[config.mk]
export PLATFORM = sky130hd
export DESIGN_NAME = ffha_pick
export DESIGN_NICKNAME = d
export VERILOG_FILES = /design/src/sv/ffha_pkg.sv /design/src/sv/ffha_pick.sv
export SDC_FILE = /design/constraint.sdc
export NUM_CORES = 1
export LEC_CHECK = 0
export BUFFER_PORTS_ARGS = -buffer_cell sky130_fd_sc_hd__buf_4
export CAP_MARGIN = 15
export CORE_MARGIN = 4
export CORE_UTILIZATION = 40
export DETAILED_ROUTE_END_ITERATION = 6
export PLACE_DENSITY = 0.8
export SYNTH_ARGS = -nofsm -noshare
export SYNTH_HDL_FRONTEND = slang
export SYNTH_SLANG_ARGS = --single-unit
[constraint.sdc]
create_clock -name clk_i -period 1.95 [get_ports clk_i]
set_clock_uncertainty 0.05 [all_clocks]
set_input_delay 0.0975 -clock clk_i [delete_from_list [all_inputs] [get_ports clk_i]]
set_output_delay 0.0975 -clock clk_i [all_outputs]
set_load 0.005 [all_outputs]
[src/sv/ffha_pkg.sv]
// Package for the first-fit heap allocator: command and status codes, cell entry type.
// No dependencies.
`default_nettype none
package ffha_pkg;
  localparam logic CMD_ALLOC = 1'b0;
  localparam logic CMD_FREE  = 1'b1;

  localparam logic [1:0] ST_OK   = 2'd0;
  localparam logic [1:0] ST_ZERO = 2'd1;
  localparam logic [1:0] ST_OOM  = 2'd2;
  localparam logic [1:0] ST_BAD  = 2'd3;

  // One table entry as held by a cell.
  typedef struct packed {
    logic        used;
    logic [15:0] start;
    logic [16:0] payload;
    logic        is_free;
  } entry_t;

  // Broadcast from the controller to every cell.
  typedef struct packed {
    logic        match_en;   // latch per-cell match flags
    logic        cmd;
    logic [16:0] asize;
    logic [15:0] addr;
    logic        shift_ins;  // shift right from index ins_idx, loading ins_entry there
    logic        shift_rem;  // shift left into index rem_idx
    logic        wr_en;      // overwrite entry wr_idx
    logic [10:0] ins_idx;
    logic [10:0] rem_idx;
    logic [10:0] wr_idx;
    entry_t      ins_entry;
    entry_t      wr_entry;
  } ctl_t;
endpackage
`default_nettype wire

[src/sv/ffha_pick.sv]
// Registered first-set finder over the cell hit flags: index and found bit.
// Depends on ffha_pkg.
`default_nettype none
module ffha_pick import ffha_pkg::*; #(
  parameter int unsigned N = 64
) (
  input  wire logic         clk_i,
  input  wire logic [N-1:0] hit_i,
  output logic              found_o,
  output logic [10:0]       idx_o
);
  logic        f_d;
  logic [10:0] i_d;
  always_comb begin
    f_d = 1'b0;
    i_d = '0;
    for (int k = N - 1; k >= 0; k--) begin
      if (hit_i[k]) begin
        f_d = 1'b1;
        i_d = 11'(k);
      end
    end
  end
  always_ff @(posedge clk_i) begin
    found_o <= f_d;
    idx_o   <= i_d;
  end
endmodule
`default_nettype wire

==> out/results.ini, run 1 <==
[global_routing]
use_met1 = 0.2391
grt_max_degree = 7
grt_use_met2 = 0.3493
antenna_found_initial = 0
grt_util_met3 = 0.01754
grtUsageTotal = 0.1955
grt_pass1_wl_um = 5423
grt_pass1_vias = 1375
grt.busiest_layer = met2
globalRouteOverflowTotal = 0

[sta]
setup_viol = 0
period_minus_slack_ns = 1.796
maxSlewViolCount = 0
rsz0062_at_grt = false
period_share = 0.9211
timing.fmax_ghz = 0.5567
fin_setup_tns_ns = 0
hold_viol_final = 0
worst_slack_ns = 0.1538

[yosys]
ys_seq_area_frac = 0.1376
yosysTopAreaCell = dfxtp_1
synthTopCellsByCount = nor2_1 (26), nor3_1 (15), a21oi_1 (12)
synth_top_family_by_area = simple AND/OR/NAND/NOR gates
yosysMostFrequentCell = nor2_1
avgSynthCellArea_um2 = 6.446
synth_xor_area_frac = 0
synthAdderAreaFrac = 0
synth_compound_area_frac = 0.3194
synth_seq_cells = 7
async_flop_share = 0
synth_area_leaders = dfxtp_1 (14%), nor2_1 (9.6%), nor3_1 (7.4%), or4_1 (6.6%), a21oi_1 (5.9%)
muxShareOfSynthArea = 0
netlist_area_um2 = 1018
yosysWarnings = 0
ys.flop_type = dfxtp_1
synth_enable_flop_cells = 0
ys_types = 39
synth-simple-area-share = 0.4619
synth_top_area_frac = 0.1376
syn_inst = 158

[cts]
cts_buffers = 3
root_buffer = clkbuf_4
post-cts-setup-buffers = 0
cts_buffer_depth = 2
cts_tree = built
clock_sinks = 7
h-tree-depth = 1
clk_pin_slew_ns = 0.06

[placed_design]
place_ws_ns = 0.2206
place_hpwl_um = 2997
place_congestion = 0.9238
portBuffers = 71

[routing]
vias_per_cell = 5.657
drt_iter0_drc = 58
ant_nets = 0
vias = 1499
drtPass1Iterations = 4
post-route-drc-count = 0
wire_per_inst_um = 13.14
wirelength_um = 3482

[run_status]
status = completed

[flow_run]
max-cap-violations = 0

[floorplan]
start_util = 0.4149
fp.dieW_um = 58.46
ios = 77
die_y_um = 58.46
coreArea_um2 = 2455
dieArea_um2 = 3418
num_rows = 18

[critical_path]
end_kind = flop
required_ns = 2.04
start_kind = primary input
path_class = in -> reg
worstPathArrival_ns = 1.89
critPathMaxFanout = 4

[final_layout]
fin_nets = 301
final_util = 0.6621
num_antenna_cells = 0
n_fill_cell = 222
syn2layout_area_growth_pct = 59.58
multiInputGateArea_um2 = 819.5
seq_area_um2 = 140.1
drive_above_1_share = 0.3404

[power_and_ir_drop]
power_density_nw_per_um2 = 315.6
ir_worst_vdd_mv = 0.2576
power_leakage_nw = 0.6962

[hold_path]
hold_class = in -> reg

-- cell type report --
cell class / instances / share of cell area
multi-input combinational: 139 / 0.5042
timing repair buffer: 74 / 0.3449
sequential: 7 / 0.08622
inverter: 11 / 0.02540
tap: 30 / 0.02309
clock buffer: 4 / 0.01617
-- logic make-up after synthesis --
| logic type | count (synthesis) |
|---|---|
| compound gates | 47 |
| buf+inv | 16 |
| flops | 7 |
| other cells | 1 |
| simple gates | 87 |
-- flip-flops by register name, summed over array words and instances (netlist names) --
signal and count:
idx_o 6, found_o 1
-- worst paths after layout --
kind,from,endpoint,slack (ns),cells after the start
worst max-delay path,hit_i[0],idx_o[0],0.15,7
worst min-delay path,hit_i[3],idx_o[2],0.12,3
-- worst max-delay path, stage by stage --
cell and delay, ns:
dlygate4sd3_1 0.53, buf_4 0.15, nor3_1 0.18, o21ai_0 0.18
nor3_2 0.32, nand2_1 0.08, o311ai_1 0.36
-- per-stage QoR --
step	hold WS (ns)	cells	total power [mW]	cell area [µm²]
after detailed placement	0.2429	259	0.3722	1574
after CTS	0.1131	265	0.5113	1620
after global routing	0.1278	265	0.5394	1625
after floorplan	0.1243	162	0.2234	1033
after global placement	0.2399	259	0.3675	1574
final	0.1208	265	0.5130	1625
-- power breakdown --
group / leakage [nW] / switching (mW) / internal, mW / total [mW]
clock: 0.0150 / 0.0579 / 0.0783 / 0.136
sequential: 0.0571 / 0.00101 / 0.147 / 0.148
combinational: 0.624 / 0.102 / 0.126 / 0.229
-- layout by cell type, fill, tap and decap left out, types with 2 or more instances in the layout --
| cell type | Yosys | routed |
|---|---|---|
| buf_4 | 5 | 72 |
| or4_1 | 9 | 9 |
| nor2_1 | 26 | 26 |
| nor3_2 | 1 | 2 |
| nand4_1 | 2 | 2 |
| o21ai_0 | 5 | 5 |
| nor3_1 | 15 | 14 |
| a21oi_1 | 12 | 12 |
| a31oi_1 | 2 | 2 |
| nand2_1 | 5 | 5 |
| o21bai_1 | 3 | 3 |
| dfxtp_1 | 7 | 7 |
| nor4_1 | 9 | 9 |
| or3_1 | 3 | 3 |
| conb_1 | 1 | 5 |
| inv_1 | 11 | 11 |
| nand2b_1 | 3 | 3 |
| o211ai_1 | 5 | 5 |
| nand3_1 | 4 | 4 |
| a211oi_1 | 2 | 2 |
| o311ai_0 | 3 | 2 |
| o21a_1 | 2 | 2 |
| o31ai_1 | 4 | 4 |
| dlygate4sd3_1 | 0 | 2 |
| clkbuf_4 | 0 | 3 |
| nor2b_1 | 4 | 4 |
-- routing by layer --
metal  routed length (µm)  up-vias
li1                     -      759
met1                 1418      666
met2                 1741       65
met3                  253        9
met4                   68        0
met5                    0        -
-- timing repair --
item                                   in CTS  in global routing
resized for setup                           0                  2
setup endpoints to repair                   0                  1
hold buffers                                2                  0
endpoints found under the hold margin       1                  0
No activity file was read; power rests on OpenSTA's default activity.
==> inputs of run 2 (changes only) <==
Settings changed: ABC_AREA from default to 1, CORE_UTILIZATION 40 to 43, PLACE_DENSITY 0.8 to default, PLACE_DENSITY_LB_ADDON from default to 0.1.
==> run 2 against run 1 <==
Compared with the run above: the flow now finishes with violations (setup timing); utilization rose by 1.2 points; first-iteration DRC count fell by 40%; worst hold slack got worse by 0.067 ns; flip-flop and latch count did not move; clock power barely moved; critical path depth rose by 57; final cell count rose by 35%; global-route usage fell by 4.8 points; synthesized cell count rose by 57%; sequential share of layout area fell by 1.1 points; critical path type unchanged; critical endpoint unchanged; largest cell class unchanged; largest power group unchanged.
==> out/results.ini, run 2 <==
[run_status]
status = complete, but fails checks
violations = setup timing

[routing]
drtPass1Iterations = 4
ant_nets = 0
post-route-drc-count = 0
wirelength_um = 2726
drt_iter0_drc = 35
wire_per_inst_um = 7.636
vias = 1470
vias_per_cell = 4.118

[final_layout]
final_util = 0.6742
num_antenna_cells = 0
n_fill_cell = 286
multiInputGateArea_um2 = 710.7
reg_top3 = idx_o x6, found_o x1
final_common_cell = nand2_1
fin_nets = 392
mostFrequentLayoutCells = nand2_1 (107), buf_4 (74), inv_1 (51)
syn2layout_area_growth_pct = 49.65
drive_above_1_share = 0.2883
largest-register = idx_o
seq_area_um2 = 140.1
largest_reg_flops = 6

[cts]
clock_sinks = 7
root_buffer = clkbuf_4
cts_tree = built
clk_pin_slew_ns = 0.06
cts_buffer_depth = 2
h-tree-depth = 1
cts_buffers = 3

[critical_path]
crit_path_top_delay_cell = buf_4
required_ns = 2.10
path_class = in -> reg
critPathMaxStageDelay_ns = 0.11
critPathMaxFanout = 2
cp_common_cell = nand2_1
start_kind = primary input
end_kind = flop
worstPathArrival_ns = 3.14

[yosys]
yosysMostFrequentCell = nand2_1
synth_seq_cells = 7
synthTopCellsByCount = nand2_1 (108), inv_1 (52), nor2_1 (45)
async_flop_share = 0
synth_area_leaders = nand2_1 (33%), inv_1 (16%), bufinv_8 (14%), nor2_1 (14%), dfxtp_1 (11%)
avgSynthCellArea_um2 = 5.010
ys_types = 19
yosysTopAreaCell = nand2_1
ys_seq_area_frac = 0.1128
synth_top_area_frac = 0.3263
yosysWarnings = 0
ys.flop_type = dfxtp_1
syn_inst = 248
netlist_area_um2 = 1242
synth_enable_flop_cells = 0

[sta]
rsz0062_at_grt = true
maxSlewViolCount = 0
hold_viol_final = 0
period_minus_slack_ns = 2.988
timing.fmax_ghz = 0.3347
setup_viol = 1
worst_slack_ns = -1.038
period_share = 1.532

[placed_design]
place_hpwl_um = 2441
portBuffers = 71
place_congestion = 0.7450

[flow_run]
max-cap-violations = 0

[power_and_ir_drop]
ir_worst_vdd_mv = 0.3076
total_power_uw = 561.1
power_density_nw_per_um2 = 301.8
power_leakage_nw = 1.192

[floorplan]
start_util = 0.4505
num_rows = 19
fp.dieW_um = 61.76
coreArea_um2 = 2758
dieArea_um2 = 3814
ios = 77
die_y_um = 61.76

[global_routing]
grt_pass1_wl_um = 4533
grt_max_degree = 5
antenna_found_initial = 0
grtUsageTotal = 0.1470
grt_pass1_vias = 1264
globalRouteOverflowTotal = 0

[hold_path]
hold_class = in -> reg

run 2: changes by cell type in the layout (fill, tap and decap cells not counted), sizes merged, moves of 8 or more:
cell,delta
inv,+43
nor3,-14
or4,-10
nor4,-8
nor2,+19
bufinv,+10
nand2,+103
run 2: path summary, 6_finish.rpt:
path                  start       end  slack (ns)  cells past startpoint
setup / recovery  hit_i[62]  idx_o[0]       -1.04                     64
hold / removal     hit_i[1]  idx_o[0]        0.05                      3
run 2: kinds of logic after synthesis:
group	count (synthesis)	synth area share
buffers and inverters	69	0.3343
DFF	7	0.1128
AOI/OAI and AO/OA	9	0.04734
and+or+nand+nor	162	0.5025
other	1	0.003018
run 2: power breakdown:
group | total [mW] | leakage [nW] | switching [mW] | internal (mW)
registers | 0.147 | 0.0571 | 0.000800 | 0.147
logic | 0.278 | 1.12 | 0.107 | 0.171
clock network | 0.136 | 0.0150 | 0.0573 | 0.0783
total | 0.561 | 1.19 | 0.166 | 0.396
run 2: final cells by class:
type,instances,share of cell area
Multi-Input combinational cell,176,0.3822
Timing Repair Buffer,75,0.3042
Inverter,64,0.2032
Sequential cell,7,0.07537
Tap cell,31,0.02086
Clock buffer,4,0.01413
run 2: through the flow:
stage	instances	setup slack [ns]	TNS [ns]	instance area (µm²)	hold WS, ns
final	357	-1.038	-1.038	1859	0.05417
after global routing	357	-1.724	-1.960	1859	0.05501
after CTS	357	-1.068	-1.093	1851	0.05133
after detailed placement	352	-1.338	-1.679	1814	0.2121
after global placement	352	-1.294	-1.662	1814	0.2101
after floorplan	252	-0.9309	-0.9309	1257	0.1099
run 2: worst max-delay path, delay by kind of cell:
family | cells | cell delay (ns)
buffers and inverters | 2 | 0.14
AOI/OAI and AO/OA | 1 | 0.09
and+or+nand+nor | 61 | 2.78
run 2: routing by layer:
metal / wire length [µm] / GRT usage / part of all wire
met1: 1168 / 0.1859 / 0.43
met2: 1229 / 0.2601 / 0.45
met3: 309 / 0.03512 / 0.11
met4: 18 / 0.01818 / 0.0066
met5: 0 / 0 / 0
run 2: what timing repair did:
action	CTS	global route
setup endpoints to repair	2	3
setup buffers	0	0
endpoints found under the hold margin	1	0
hold buffers	1	0
gates resized for setup	2	2
pin swaps	0	1
==> inputs of run 3 (changes only) <==
Settings changed: TNS_END_PERCENT from default to 30.
==> run 3 against run 2 <==
Compared with the run above: the flow still finishes with violations (setup timing); utilization stayed put; via count unchanged; first-iteration DRC count is 2.9% lower; non-clock buffer count unchanged; flip-flop and latch count is the same; wire length about the same; sequential power about the same; final area unchanged; sequential share of layout area is the same; worst hold slack stayed put; critical path type unchanged; largest power group unchanged.
==> out/results.ini, run 3 (same netlist as run 2, synthesis figures left out) <==
[run_status]
status = complete, but fails checks
violations = setup timing

[floorplan]
fp.dieW_um = 61.76
ios = 77
num_rows = 19
die_y_um = 61.76
start_util = 0.4505
coreArea_um2 = 2758
dieArea_um2 = 3814

[power_and_ir_drop]
clkPwrFrac = 0.242
p_sw_frac = 0.2950
ir_worst_vdd_mv = 0.3076
p_comb_frac = 0.496
power_leakage_nw = 1.192
power_density_nw_per_um2 = 301.8
power_frac_seq = 0.263
p_int_uw = 395.6
switching_power_uw = 165.5

[routing]
ant_nets = 0
drt_iter0_drc = 34
post-route-drc-count = 0
vias = 1470
wire_per_inst_um = 7.633
wirelength_um = 2725
drtPass1Iterations = 4
vias_per_cell = 4.118

[critical_path]
path_class = in -> reg
worstPathArrival_ns = 3.14
critPathMaxFanout = 2
start_kind = primary input
critPathMaxStageDelay_ns = 0.11
crit_buf_inv = 2
cpLargestDelayFamily = simple AND/OR/NAND/NOR gates
cp_common_cell = nand2_1
required_ns = 2.10
end_kind = flop
crit_path_top_delay_cell = buf_4

[final_layout]
drive_above_1_share = 0.2883
multiInputGateArea_um2 = 710.7
num_antenna_cells = 0
fin_nets = 392
reg_top3 = idx_o x6, found_o x1
largest-register = idx_o
mostFrequentLayoutCells = nand2_1 (107), buf_4 (74), inv_1 (51)
n_fill_cell = 286
syn2layout_area_growth_pct = 49.65
final_common_cell = nand2_1
seq_area_um2 = 140.1
final_util = 0.6742
largest_reg_flops = 6

[sta]
timing.fmax_ghz = 0.3347
fin_setup_tns_ns = -1.038
maxSlewViolCount = 0
period_minus_slack_ns = 2.988
rsz0062_at_grt = true
setup_viol = 1
period_share = 1.532
hold_viol_final = 0
holdWs_ns = 0.05417
worst_slack_ns = -1.038

[hold_path]
hold_end = idx_o[0]
hp-start = hit_i[1]
hold-path-cell-count = 3
hold_class = in -> reg

[global_routing]
grt_max_degree = 5
antenna_found_initial = 0
globalRouteOverflowTotal = 0
grtUsageTotal = 0.1470
grt_pass1_wl_um = 4533
grt_pass1_vias = 1264

[placed_design]
portBuffers = 71
place_congestion = 0.7450
place_hpwl_um = 2441

[cts]
h-tree-depth = 1
clock_sinks = 7
clk_pin_slew_ns = 0.06
cts_tree = built
post-cts-setup-buffers = 0
root_buffer = clkbuf_4
cts_buffers = 3
cts_buffer_depth = 2

[flow_run]
max-cap-violations = 0

## run 3: cell counts in the layout (fill, tap and decap cells not counted)
No cell type changed its count.
## run 3: how the worst max path moves through the flow
| stage | from | endpoint | slack (ns) | cells past startpoint |
|---|---|---|---|---|
| global route | hit_i[62] | idx_o[0] | -1.72 | 64 |
| floorplan | hit_i[62] | idx_o[0] | -0.93 | 63 |
| detailed placement | hit_i[62] | idx_o[0] | -1.34 | 64 |
| global placement | hit_i[62] | idx_o[0] | -1.29 | 64 |
| finish | hit_i[62] | idx_o[0] | -1.04 | 64 |
| CTS | hit_i[62] | idx_o[0] | -1.07 | 64 |
## run 3: area by class of cell
class / instances / share of cell area
multi-input combinational: 176 / 0.3822
timing repair buffer: 75 / 0.3042
inverter: 64 / 0.2032
sequential: 7 / 0.07537
tap: 31 / 0.02086
clock buffer: 4 / 0.01413
## run 3: metal layers
metal,vias to the layer above,global-route usage,routed length (µm)
li1,849,-,-
met1,570,0.1859,1167
met2,49,0.2601,1229
met3,2,0.03512,309
met4,0,0.01818,18
met5,-,0,0
## run 3: through the flow
step	std cells	setup slack, ns	power (mW)	area, µm²
global route	357	-1.724	0.6160	1859
detailed placement	352	-1.338	0.4257	1814
floorplan	252	-0.9309	0.2960	1257
global placement	352	-1.294	0.4227	1814
CTS	357	-1.068	0.5656	1851
finish	357	-1.038	0.5611	1859
## run 3: power by group through the flow
stage	sequential, mW	combinational, mW	clock (mW)
final	0.147	0.278	0.136
after global routing	0.147	0.316	0.152
after global placement	0.150	0.272	0
after floorplan	0.151	0.145	0
after detailed placement	0.150	0.275	0
after CTS	0.147	0.279	0.139
## run 3: repair_timing
item                                    in CTS  in global routing
pin swaps                                    0                  1
endpoints found under the setup margin       2                  3
hold buffers                                 1                  0
hold endpoints to repair                     1                  0
resized for setup                            2                  2
