===== src/sv/ffha_pkg.sv =====
// Package for the first-fit heap allocator: command and status codes, cell entry type.
// No dependencies.
`default_nettype none
package ffha_pkg;
  localparam logic CMD_ALLOC = 1'b0;
  localparam logic CMD_FREE  = 1'b1;

  localparam logic [1:0] ST_OK   = 2'd0;
  localparam logic [1:0] ST_ZERO = 2'd1;
  localparam logic [1:0] ST_OOM  = 2'd2;
  localparam logic [1:0] ST_BAD  = 2'd3;

  // One table entry as held by a cell.
  typedef struct packed {
    logic        used;
    logic [15:0] start;
    logic [16:0] payload;
    logic        is_free;
  } entry_t;

  // Broadcast from the controller to every cell.
  typedef struct packed {
    logic        match_en;   // latch per-cell match flags
    logic        cmd;
    logic [16:0] asize;
    logic [15:0] addr;
    logic        shift_ins;  // shift right from index ins_idx, loading ins_entry there
    logic        shift_rem;  // shift left into index rem_idx
    logic        wr_en;      // overwrite entry wr_idx
    logic [10:0] ins_idx;
    logic [10:0] rem_idx;
    logic [10:0] wr_idx;
    entry_t      ins_entry;
    entry_t      wr_entry;
  } ctl_t;
endpackage
`default_nettype wire


===== src/sv/ffha_cell.sv =====
// One table cell: holds an entry, shifts with its neighbors, flags a match.
// Depends on ffha_pkg.
`default_nettype none
module ffha_cell import ffha_pkg::*; #(
  parameter int unsigned IDX = 0,
  parameter int unsigned HDR = 32
) (
  input  wire logic   clk_i,
  input  wire logic   rst_ni,
  input  wire ctl_t   ctl_i,
  input  wire entry_t left_i,
  input  wire entry_t right_i,
  output entry_t      entry_o,
  output logic        hit_o
);
  entry_t e_q, e_d;
  logic   hit_q, hit_d;
  localparam logic [10:0] MyIdx = 11'(IDX);

  always_comb begin
    e_d = e_q;
    if (ctl_i.shift_ins) begin
      if (MyIdx == ctl_i.ins_idx) e_d = ctl_i.ins_entry;
      else if (MyIdx > ctl_i.ins_idx) e_d = left_i;
    end else if (ctl_i.shift_rem) begin
      if (MyIdx >= ctl_i.rem_idx) e_d = right_i;
    end
    if (ctl_i.wr_en && MyIdx == ctl_i.wr_idx) e_d = ctl_i.wr_entry;
    hit_d = hit_q;
    if (ctl_i.match_en) begin
      if (ctl_i.cmd == CMD_ALLOC)
        hit_d = e_q.used && e_q.is_free && (e_q.payload >= ctl_i.asize);
      else
        hit_d = e_q.used && ({1'b0, e_q.start} + 17'(HDR) == {1'b0, ctl_i.addr});
    end
  end

  always_ff @(posedge clk_i or negedge rst_ni) begin
    if (!rst_ni) begin
      e_q   <= '0;
      hit_q <= 1'b0;
    end else begin
      e_q   <= e_d;
      hit_q <= hit_d;
    end
  end

  assign entry_o = e_q;
  assign hit_o   = hit_q;
endmodule
`default_nettype wire


===== config.mk =====
export PLATFORM = sky130hd
export DESIGN_NAME = ffha_cell
export DESIGN_NICKNAME = d
export VERILOG_FILES = /design/src/sv/ffha_pkg.sv /design/src/sv/ffha_cell.sv
export SDC_FILE = /design/constraint.sdc
export NUM_CORES = 1
export LEC_CHECK = 0
export ABC_AREA = 1
export ABC_CLOCK_PERIOD_IN_PS = 1900
export BUFFER_PORTS_ARGS = -buffer_cell sky130_fd_sc_hd__buf_2
export CORE_MARGIN = 2
export CORE_UTILIZATION = 32
export CTS_CLUSTER_DIAMETER = 30
export DETAILED_ROUTE_END_ITERATION = 10
export GPL_TIMING_DRIVEN = 1
export RECOVER_POWER = 50
export SYNTH_ARGS = -nofsm -noshare
export SYNTH_HDL_FRONTEND = slang
export SYNTH_SLANG_ARGS = --single-unit

===== constraint.sdc =====
create_clock -name clk_i -period 1.9 [get_ports clk_i]
set_clock_uncertainty 0.05 [all_clocks]
set_input_delay 0.095 -clock clk_i [delete_from_list [all_inputs] [get_ports clk_i]]
set_output_delay 0.095 -clock clk_i [all_outputs]
set_load 0.02 [all_outputs]

==> out/summary.txt, run 1 <==
status = completed
Final setup viols = 0
Placer Congestion = 0.879
Reg-to-Reg Start = entry_o[23]$_DFFE_PN0P_
I/O pins = 249
async set-reset flop share out of synthesis = 100%
wire length per cell = 14.1 um
relative slew slack = 34.7%
post-synthesis sequential area ratio = 24.2%
hold path depth = 4
clock period minus worst slack = 1.70 ns
post-route ant nets = 0
root buf cell = clkbuf_16
Num Clock Sinks = 36
chip height = 112 um
worst hold slack = 0.0272 ns
RSZ-0062 raised after global routing = no
Filler cells = 1,305
most area-hungry cell type in the Yosys netlist = dfrtp_1
Worst EP required = 2.06 ns
Ys Warns = 0
startpoint types = flip-flop
CTS buffer count = 5
Critical Path Fanout Max = 6
Die Area = 12,500 um2
Hold Path Origin = ctl_i[140]
critical setup path kind = reg -> reg
total grt overflow = 0
drt drc = 0
Std-Cell Core Area = 11,400 um2
# port buffers = 248
GRT Util Overall = 22.8%
DR vias/cell = 4.77
area of the multi-input gates = 2460 um2
Avg Cell Area, Syn = 5.73 um2
number of synthesized register bits = 36
worst slew pin tran = 0.979 ns
CP Launch Point = entry_o[23]$_DFFE_PN0P_
reg2reg end = hit_o$_DFFE_PN0P_
number of DRC markers in iteration 0 = 234
CTS clock-pin slew for the worst setup and hold paths = 0.05 ns
setup ws final = 0.196 ns
vias in the first global route = 4,766
Post-synth EDFFs = 0
Hold Path End = hit_o$_DFFE_PN0P_
initial antenna violation count = 0
H-Tree Level Count = 2
syn nets = 881
Max Clk Rate = 587 MHz
die width = 112 um
Worst-Skew Late Latency = 0.27 ns
max cap viols = 0
global-route wire length before repair = 23,100 um
routed vias = 4,904
ys flop type = dfrtp_1
r2r setup slk = 0.20 ns
Peak VDD IR = 0.000289 V
pre-CTS WS = 0.0690 ns
share of layout cells above drive strength 1 = 27.4%
Rows = 39
largest net degree at the start of global routing = 40
CP Capture Type = flip-flop
Ant. Diodes = 0
Final Hold Violating Endpoints = 0
min-delay worst type = in -> reg
DR pass1 iterations = 4
Post-DP HPWL = 11,500 um
Static Leak = 3.07 nW
Tcrit/Tclk final = 89.7%
Slew Limit Fails = 0
share of the synthesized area in the top cell type = 24.2%
Distinct cells, synth = 24
Area Growth Syn to Fin = 40.5%
worst r2r path cells = 11
Post-Synthesis Cell Area = 3720 um2
critical path data arrival time = 1.86 ns
CTS Buffer Depth = 2
FF/Latch Area = 901 um2
CTS tree = done
synth top area cells = dfrtp_1 24%, nand2_1 22%, nor2_1 9.9%
Setup TNS Final = 0 ns
setup bufs post-CTS = 0
Post-Syn Instances = 650
most common cell after layout, fill and taps aside = nand2_1
Cell Pwr Density = 403 nW/um2
most frequent cells in the layout = 218 x nand2_1, 212 x buf_2, 95 x nor2_1, 62 x inv_1, 52 x o21ai_0
Initial Utilization = 32.8%
final net count = 1,117
final wirelength = 14,500 um
[registers in the layout, indices dropped and copies added, names as in the netlist]
signal / count
hit_o: 1
entry_o: 35
[layout make-up]
type                    count  area share, %
multi-input cells         516           47.0
flip-flops and latches     36           17.2
repair buffers            262           25.1
well taps                 143           3.42
clock inverters             1         0.0956
inverters                  65           4.66
clock buffers               6           2.46
[kinds of logic (layout without fill, tap and decap cells)]
family | after synthesis | after routing | share of synthesized area [%]
buffers and inverters | 98 | 334 | 10.2
xor gates and xnor gates | 7 | 7 | 1.65
adders and majority gates | 18 | 18 | 6.05
AOI/OAI and AO/OA | 140 | 140 | 19.9
and+or+nand+nor | 351 | 351 | 38.0
DFF | 36 | 36 | 24.2
[timing repair]
item / in CTS / in global routing
hold endpoints to repair: 36 / 0
hold buffers: 1 / 0
endpoints found under the setup margin: 0 / 1
gates resized for setup: 0 / 2
[report_power, final]
group,switching [W],internal (W)
Clock,0.000288,0.000476
Combinational,0.000279,0.000266
Sequential,0.0000185,0.000781
Total,0.000586,0.00152
[worst max-delay path, stage by stage (launching register included)]
cell,delay [ns]
dfrtp_1,0.44
ha_1,0.25
or2_2,0.31
nand2_1,0.06
nand2_1,0.04
nand2_1,0.05
nand2_1,0.06
nor2_1,0.08
nand4_1,0.12
nand2_1,0.08
nand3_1,0.06
nand2_1,0.06
[worst max path at each step]
stage                         endpoint  slack (ns)  depth (start not counted)
6_report             hit_o$_DFFE_PN0P_        0.20                         11
5_1_grt              hit_o$_DFFE_PN0P_        0.02                         11
4_1_cts              hit_o$_DFFE_PN0P_        0.16                         11
3_5_place_dp   entry_o[19]$_DFFE_PN0P_        0.07                          9
3_3_place_gp   entry_o[25]$_DFFE_PN0P_        0.09                          9
2_1_floorplan        hit_o$_DFFE_PN0P_        0.26                         11
[metal layers]
layer | vias to the layer above | global-route usage, % | wire length, um
li1 | 2570 | - | -
met1 | 2133 | 29.3 | 6260
met2 | 181 | 40.1 | 7070
met3 | 20 | 3.05 | 828
met4 | 0 | 6.01 | 320
met5 | - | 0 | 0
[synth_stat cells, drive strengths merged, types with 2 or more instances]
master	number
a21oi	40
a31oi	31
buf	11
clkbuf	22
clkinv	2
dfrtp	36
ha	18
inv	63
nand2	218
nand3	16
nand4	5
nor2	98
nor4	7
o21ai	68
or2	5
xnor2	4
xor2	3
[through the flow]
stage	area [um2]	power (W)	util (%)	instances
final	5230	0.00211	46.0	1029
after floorplan	3720	0.00104	-	650
after detailed placement	5130	0.00136	45.1	1021
after CTS	5280	0.00214	46.4	1029
after global routing	5230	0.00226	46.0	1029
after global placement	5130	0.00136	45.1	1021
Power figures use the tool's default switching activity.
==> run 2: changes to the inputs <==
- CORE_UTILIZATION: 32 -> 43
- PLACE_DENSITY: unset -> 0.82
- RECOVER_POWER: 50 -> unset
- REMOVE_ABC_BUFFERS: unset -> 1
==> run 2 against run 1 <==
Setup slack worse by 0.0024 ns. Core utilization up 17 points. Power up 0.17%. Cell area up 0.48%. Count of clock-buffer cells in the layout up 1. Wire length down 2.7%. Sequential power down 0.5%. Clock power down 0.9%. Final cell count down 2.9%. Combinational power up 3%. Flip-flop and latch count unchanged. Worst hold slack about the same.
==> out/summary.txt, run 2 (synthesis gave the netlist of run 1 again) <==
CTS clock-pin slew for the worst setup and hold paths = 0.08 ns (+0.03 ns)
H-Tree Level Count = 2 (unchanged)
Die Area = 9420 um2 (-25%)
Initial Utilization = 44.9% (+12 points)
CTS tree = done
vias in the first global route = 4,847 (+1.7%)
Area Growth Syn to Fin = 41.2%
hold path depth = 4 (unchanged)
RSZ-0062 raised after global routing = no
min-delay worst type = in -> reg
# port buffers = 248 (unchanged)
share of layout cells above drive strength 1 = 32.1% (+4.7 points)
Final setup viols = 0 (unchanged)
DR vias/cell = 5.20 (+9.0%)
number of DRC markers in iteration 0 = 266 (+14%)
Peak VDD IR = 0.000375 V (+30%)
Filler cells = 870 (-33%)
critical path data arrival time = 1.88 ns (+0.02 ns)
Reg-to-Reg Start = entry_o[23]$_DFFE_PN0P_
setup ws final = 0.194 ns (-0.00240 ns)
number of flip-flops in the largest register = 35 (unchanged)
Critical Path Fanout Max = 6 (unchanged)
final wirelength = 14,100 um (-2.7%)
Final Hold Violating Endpoints = 0 (unchanged)
Rows = 33 (-15%)
startpoint types = flip-flop
Hold Path Origin = ctl_i[140]
largest net degree at the start of global routing = 54 (+35%)
routed vias = 5,190 (+5.8%)
chip height = 97.1 um (-13%)
worst hold slack = 0.0267 ns (-0.000459 ns)
relative slew slack = 22.9% (-12 points)
Num Clock Sinks = 36 (unchanged)
Worst-Skew Late Latency = 0.29 ns (+0.02 ns)
clock period minus worst slack = 1.71 ns (+0.00240 ns)
Tcrit/Tclk final = 89.8% (+0.13 points)
CTS buffer count = 5 (unchanged)
Setup TNS Final = 0 ns (unchanged)
CP Capture Type = flip-flop
Static Leak = 3.24 nW (+5.5%)
max cap viols = 0 (unchanged)
global-route wire length before repair = 21,900 um (-5.1%)
root buf cell = clkbuf_8
drt drc = 0 (unchanged)
post-route ant nets = 0 (unchanged)
CTS Buffer Depth = 2 (unchanged)
CP Launch Point = entry_o[23]$_DFFE_PN0P_
utilization after layout = 63.3% (+17 points)
worst slew pin tran = 1.16 ns (+0.176 ns)
GRT Util Overall = 28.0% (+5.2 points)
final total power = 0.00211 W (+0.17%)
pre-CTS WS = -0.140 ns (-0.209 ns)
Std-Cell Core Area = 8300 um2 (-27%)
Cell Pwr Density = 402 nW/um2 (-0.31%)
initial antenna violation count = 1 (+1)
die width = 97.1 um (-13%)
Post-DP HPWL = 10,800 um (-6.2%)
status = completed
most common cell after layout, fill and taps aside = buf_2
final net count = 1,123 (+0.54%)
Slew Limit Fails = 0 (unchanged)
wire length per cell = 14.1 um (+0.18%)
DR pass1 iterations = 4 (unchanged)
Placer Congestion = 0.981 (+12%)
total grt overflow = 0 (unchanged)
most frequent cells in the layout = 248 x buf_2, 218 x nand2_1, 97 x nor2_1, 62 x inv_1, 52 x o21ai_0
Max Clk Rate = 586 MHz (-0.14%)
Worst EP required = 2.08 ns (+0.02 ns)
I/O pins = 249 (unchanged)
critical setup path kind = reg -> reg
r2r setup slk = 0.19 ns (about the same)
worst r2r path cells = 11 (unchanged)
run 2: cell types whose count changed in the layout (fill, tap and decap cells not counted), moves of 2 or more:
cell       before  now
nor2_1         95   97
buf_4          11   18
clkbuf_1       37    0
clkbuf_8        0    7
buf_2         212  248
clkbuf_16       5    0
run 2: stage by stage:
stage,instances,instance area (um2)
2_1_floorplan,617,3590
3_3_place_gp,988,5110
3_5_place_dp,988,5110
4_1_cts,997,5250
5_1_grt,999,5260
6_report,999,5260
run 2: metal layers:
metal / up-vias / track usage, % / share of wire [%]
met5: - / 0 / 0
met1: 2289 / 33.0 / 38
met2: 289 / 51.8 / 50
met3: 31 / 4.75 / 9.4
li1: 2581 / - / -
met4: 0 / 8.45 / 2.4
run 2: path summary, 6_finish.rpt:
path / endpoint
max reg2reg: hit_o$_DFFE_PN0P_
min reg2reg: hit_o$_DFFE_PN0P_
min in group asynchronous: entry_o[15]$_DFFE_PN0P_
max: hit_o$_DFFE_PN0P_
min: hit_o$_DFFE_PN0P_
max in group asynchronous: entry_o[23]$_DFFE_PN0P_
run 2: final cells by class:
type,count,area [um2],share of cell area (%)
sequential,36,902,17.2
antenna,1,2.50,0.0476
clock inverter,1,30.0,0.571
tap,105,131,2.50
clock buffer,7,96.3,1.83
multi-input combinational,517,2460,46.9
inverter,65,244,4.64
timing repair buffer,267,1390,26.4
run 2: worst max-delay path, stage by stage (launching register included):
cell and delay, ns:
dfrtp_2 0.45, ha_2 0.21, or2_2 0.30, nand2_1 0.06, nand2_1 0.04, nand2_1 0.05
nand2_1 0.07, nor2_1 0.09, nand4_1 0.13, nand2_1 0.08, nand3_1 0.06, nand2_1 0.05
run 2: repair_timing:
item | in CTS | in global routing
hold endpoints to repair | 14 | 0
resized for setup | 0 | 2
buffers inserted | 0 | 0
hold buffers | 1 | 0
setup endpoints to repair | 0 | 2
run 2: report_power, final:
part / internal, W / switching, W / leakage [nW]
logic: 0.000277 / 0.000283 / 2.67
registers: 0.000780 / 0.0000167 / 0.500
clock network: 0.000464 / 0.000293 / 0.0645
==> run 3: changes to the inputs <==
- GPL_ROUTABILITY_DRIVEN: unset -> 0
- PLACE_DENSITY: 0.82 -> 0.92
==> run 3 against run 2 <==
Register-to-register slack better by 0.04 ns. Combinational power about the same. Wire length decreased by 0.86%. Critical path type unchanged. Largest cell class unchanged.
==> out/summary.txt, run 3 (synthesis gave the netlist of run 1 again) <==
status = completed
H-Tree Level Count = 2 (unchanged)
DR vias/cell = 5.15 (-0.83%)
Critical Path Fanout Max = 6 (unchanged)
hold path depth = 4 (unchanged)
Worst EP required = 2.02 ns (-0.06 ns)
max cap viols = 0 (unchanged)
relative slew slack = 72.9% (+50 points)
worst r2r path cells = 12 (+1)
worst slew pin tran = 0.407 ns (-0.749 ns)
Setup TNS Final = 0 ns (unchanged)
number of flip-flops in the largest register = 35 (unchanged)
RSZ-0062 raised after global routing = no
DR pass1 iterations = 5 (+1)
Area Growth Syn to Fin = 40.5%
startpoint types = flip-flop
vias in the first global route = 5,002 (+3.2%)
post-route insts no fill = 993 (-0.60%)
CTS buffer count = 5 (unchanged)
Rows = 33 (unchanged)
Final setup viols = 0 (unchanged)
r2r setup slk = 0.23 ns (+0.04 ns)
WL met2 = 6660 um (-5.1%)
CTS tree = done
WL met3 = 1440 um (+8.1%)
min-delay worst type = in -> reg
cts repair resizes = 0 (unchanged)
Slew Limit Fails = 0 (unchanged)
CP Launch Point = entry_o[23]$_DFFE_PN0P_
Reg-to-Reg Start = entry_o[23]$_DFFE_PN0P_
initial antenna violation count = 1 (unchanged)
Post-DP HPWL = 10,700 um (-0.87%)
Critical Path End = hit_o$_DFFE_PN0P_
Placed Cells = 986 (-0.20%)
chip height = 97.1 um (unchanged)
final total power = 0.00185 W (-12%)
share of layout cells above drive strength 1 = 31.6% (-0.57 points)
reg2reg end = hit_o$_DFFE_PN0P_
# port buffers = 248 (unchanged)
most frequent cells in the layout = 248 x buf_2, 218 x nand2_1, 97 x nor2_1, 62 x inv_1, 52 x o21ai_0
Die Area = 9420 um2 (unchanged)
final net count = 1,120 (-0.27%)
critical path data arrival time = 1.78 ns (-0.10 ns)
post-route ant nets = 0 (unchanged)
critical setup path kind = reg -> reg
clock period minus worst slack = 1.67 ns (-0.0414 ns)
I/O pins = 249 (unchanged)
Peak VDD IR = 0.000249 V (-34%)
wire length per cell = 14.1 um (-0.26%)
CTS clock-pin slew for the worst setup and hold paths = 0.07 ns (about the same)
root buf cell = clkbuf_8
Max Used Layer = met4
CP Capture Type = flip-flop
most common cell after layout, fill and taps aside = buf_2
Tcrit/Tclk final = 87.6% (-2.2 points)
setup bufs post-CTS = 0 (unchanged)
die width = 97.1 um (unchanged)
Cell Pwr Density = 354 nW/um2 (-12%)
number of DRC markers in iteration 0 = 233 (-12%)
routed vias = 5,116 (-1.4%)
Final Hold Violating Endpoints = 0 (unchanged)
drt drc = 0 (unchanged)
Num Clock Sinks = 36 (unchanged)
CTS Buffer Depth = 2 (unchanged)
Static Leak = 3.22 nW (-0.48%)
Std-Cell Core Area = 8300 um2 (unchanged)
Max Clk Rate = 601 MHz (+2.5%)
total grt overflow = 0 (unchanged)
Initial Utilization = 44.9% (unchanged)
largest net degree at the start of global routing = 37 (-31%)
Filler cells = 837 (-3.8%)
global-route wire length before repair = 22,500 um (+3.0%)
Worst-Skew Late Latency = 0.28 ns (about the same)
final wirelength = 14,000 um (-0.86%)
GRT Util Overall = 29.0% (+1.0 points)
M1 wire length = 5500 um (+2.0%)
-- run 3: power by group --
part	switching (W)	total (W)	internal, W	leakage (nW)
combinational	0.000287	0.000563	0.000277	2.68
clock	0.000257	0.000493	0.000237	0.0360
sequential	0.0000161	0.000796	0.000780	0.501
-- run 3: how the worst min path moves through the flow --
stage	from	end	slack (ns)
global placement	rst_ni	entry_o[15]$_DFFE_PN0P_	0.03
floorplan	rst_ni	entry_o[0]$_DFFE_PN0P_	-0.25
CTS	ctl_i[140]	hit_o$_DFFE_PN0P_	0.01
global route	ctl_i[140]	hit_o$_DFFE_PN0P_	0.03
detailed placement	rst_ni	entry_o[15]$_DFFE_PN0P_	0.03
finish	ctl_i[140]	hit_o$_DFFE_PN0P_	0.02
-- run 3: cell type report --
type,instances,area [um2],share of cell area [%]
Antenna cell,1,2.50,0.0478
Clock buffer,5,68.8,1.32
Inverter,65,244,4.67
Multi-Input combinational cell,516,2460,47.1
Sequential cell,36,901,17.2
Tap cell,105,131,2.51
Timing Repair Buffer,265,1420,27.2
-- run 3: stage by stage --
stage                     util, %  hold WS [ns]  setup slack [ns]  instance area, um2
after floorplan                 -        -0.251             -2.25                3590
after global placement       62.0        0.0259             0.308                5150
after detailed placement     62.0        0.0305             0.256                5150
after CTS                    63.0        0.0148             0.233                5230
after global routing         63.0        0.0251            0.0385                5230
final                        63.0        0.0244             0.235                5230
-- run 3: routing by layer --
metal / GRT usage (%) / up-vias
li1: - / 2571
met1: 36.5 / 2207
met2: 49.6 / 306
met3: 4.53 / 32
met4: 11.9 / 0
met5: 0 / -
-- run 3: repair_timing --
| action | 4_1_cts | 5_1_grt |
|---|---|---|
| hold endpoints to repair | 36 | 0 |
| hold buffers | 1 | 0 |
| endpoints found under the setup margin | 0 | 0 |
-- run 3: critical path, stage by stage, from the launching register on --
cell	delay, ns
dfrtp_1	0.44
ha_1	0.21
nand3_1	0.14
nor2_1	0.21
nand2_1	0.07
nand2_1	0.07
nand2_1	0.06
nand2_1	0.05
inv_1	0.04
nand4_1	0.07
nand2_1	0.05
nand3_1	0.06
nand2_1	0.04
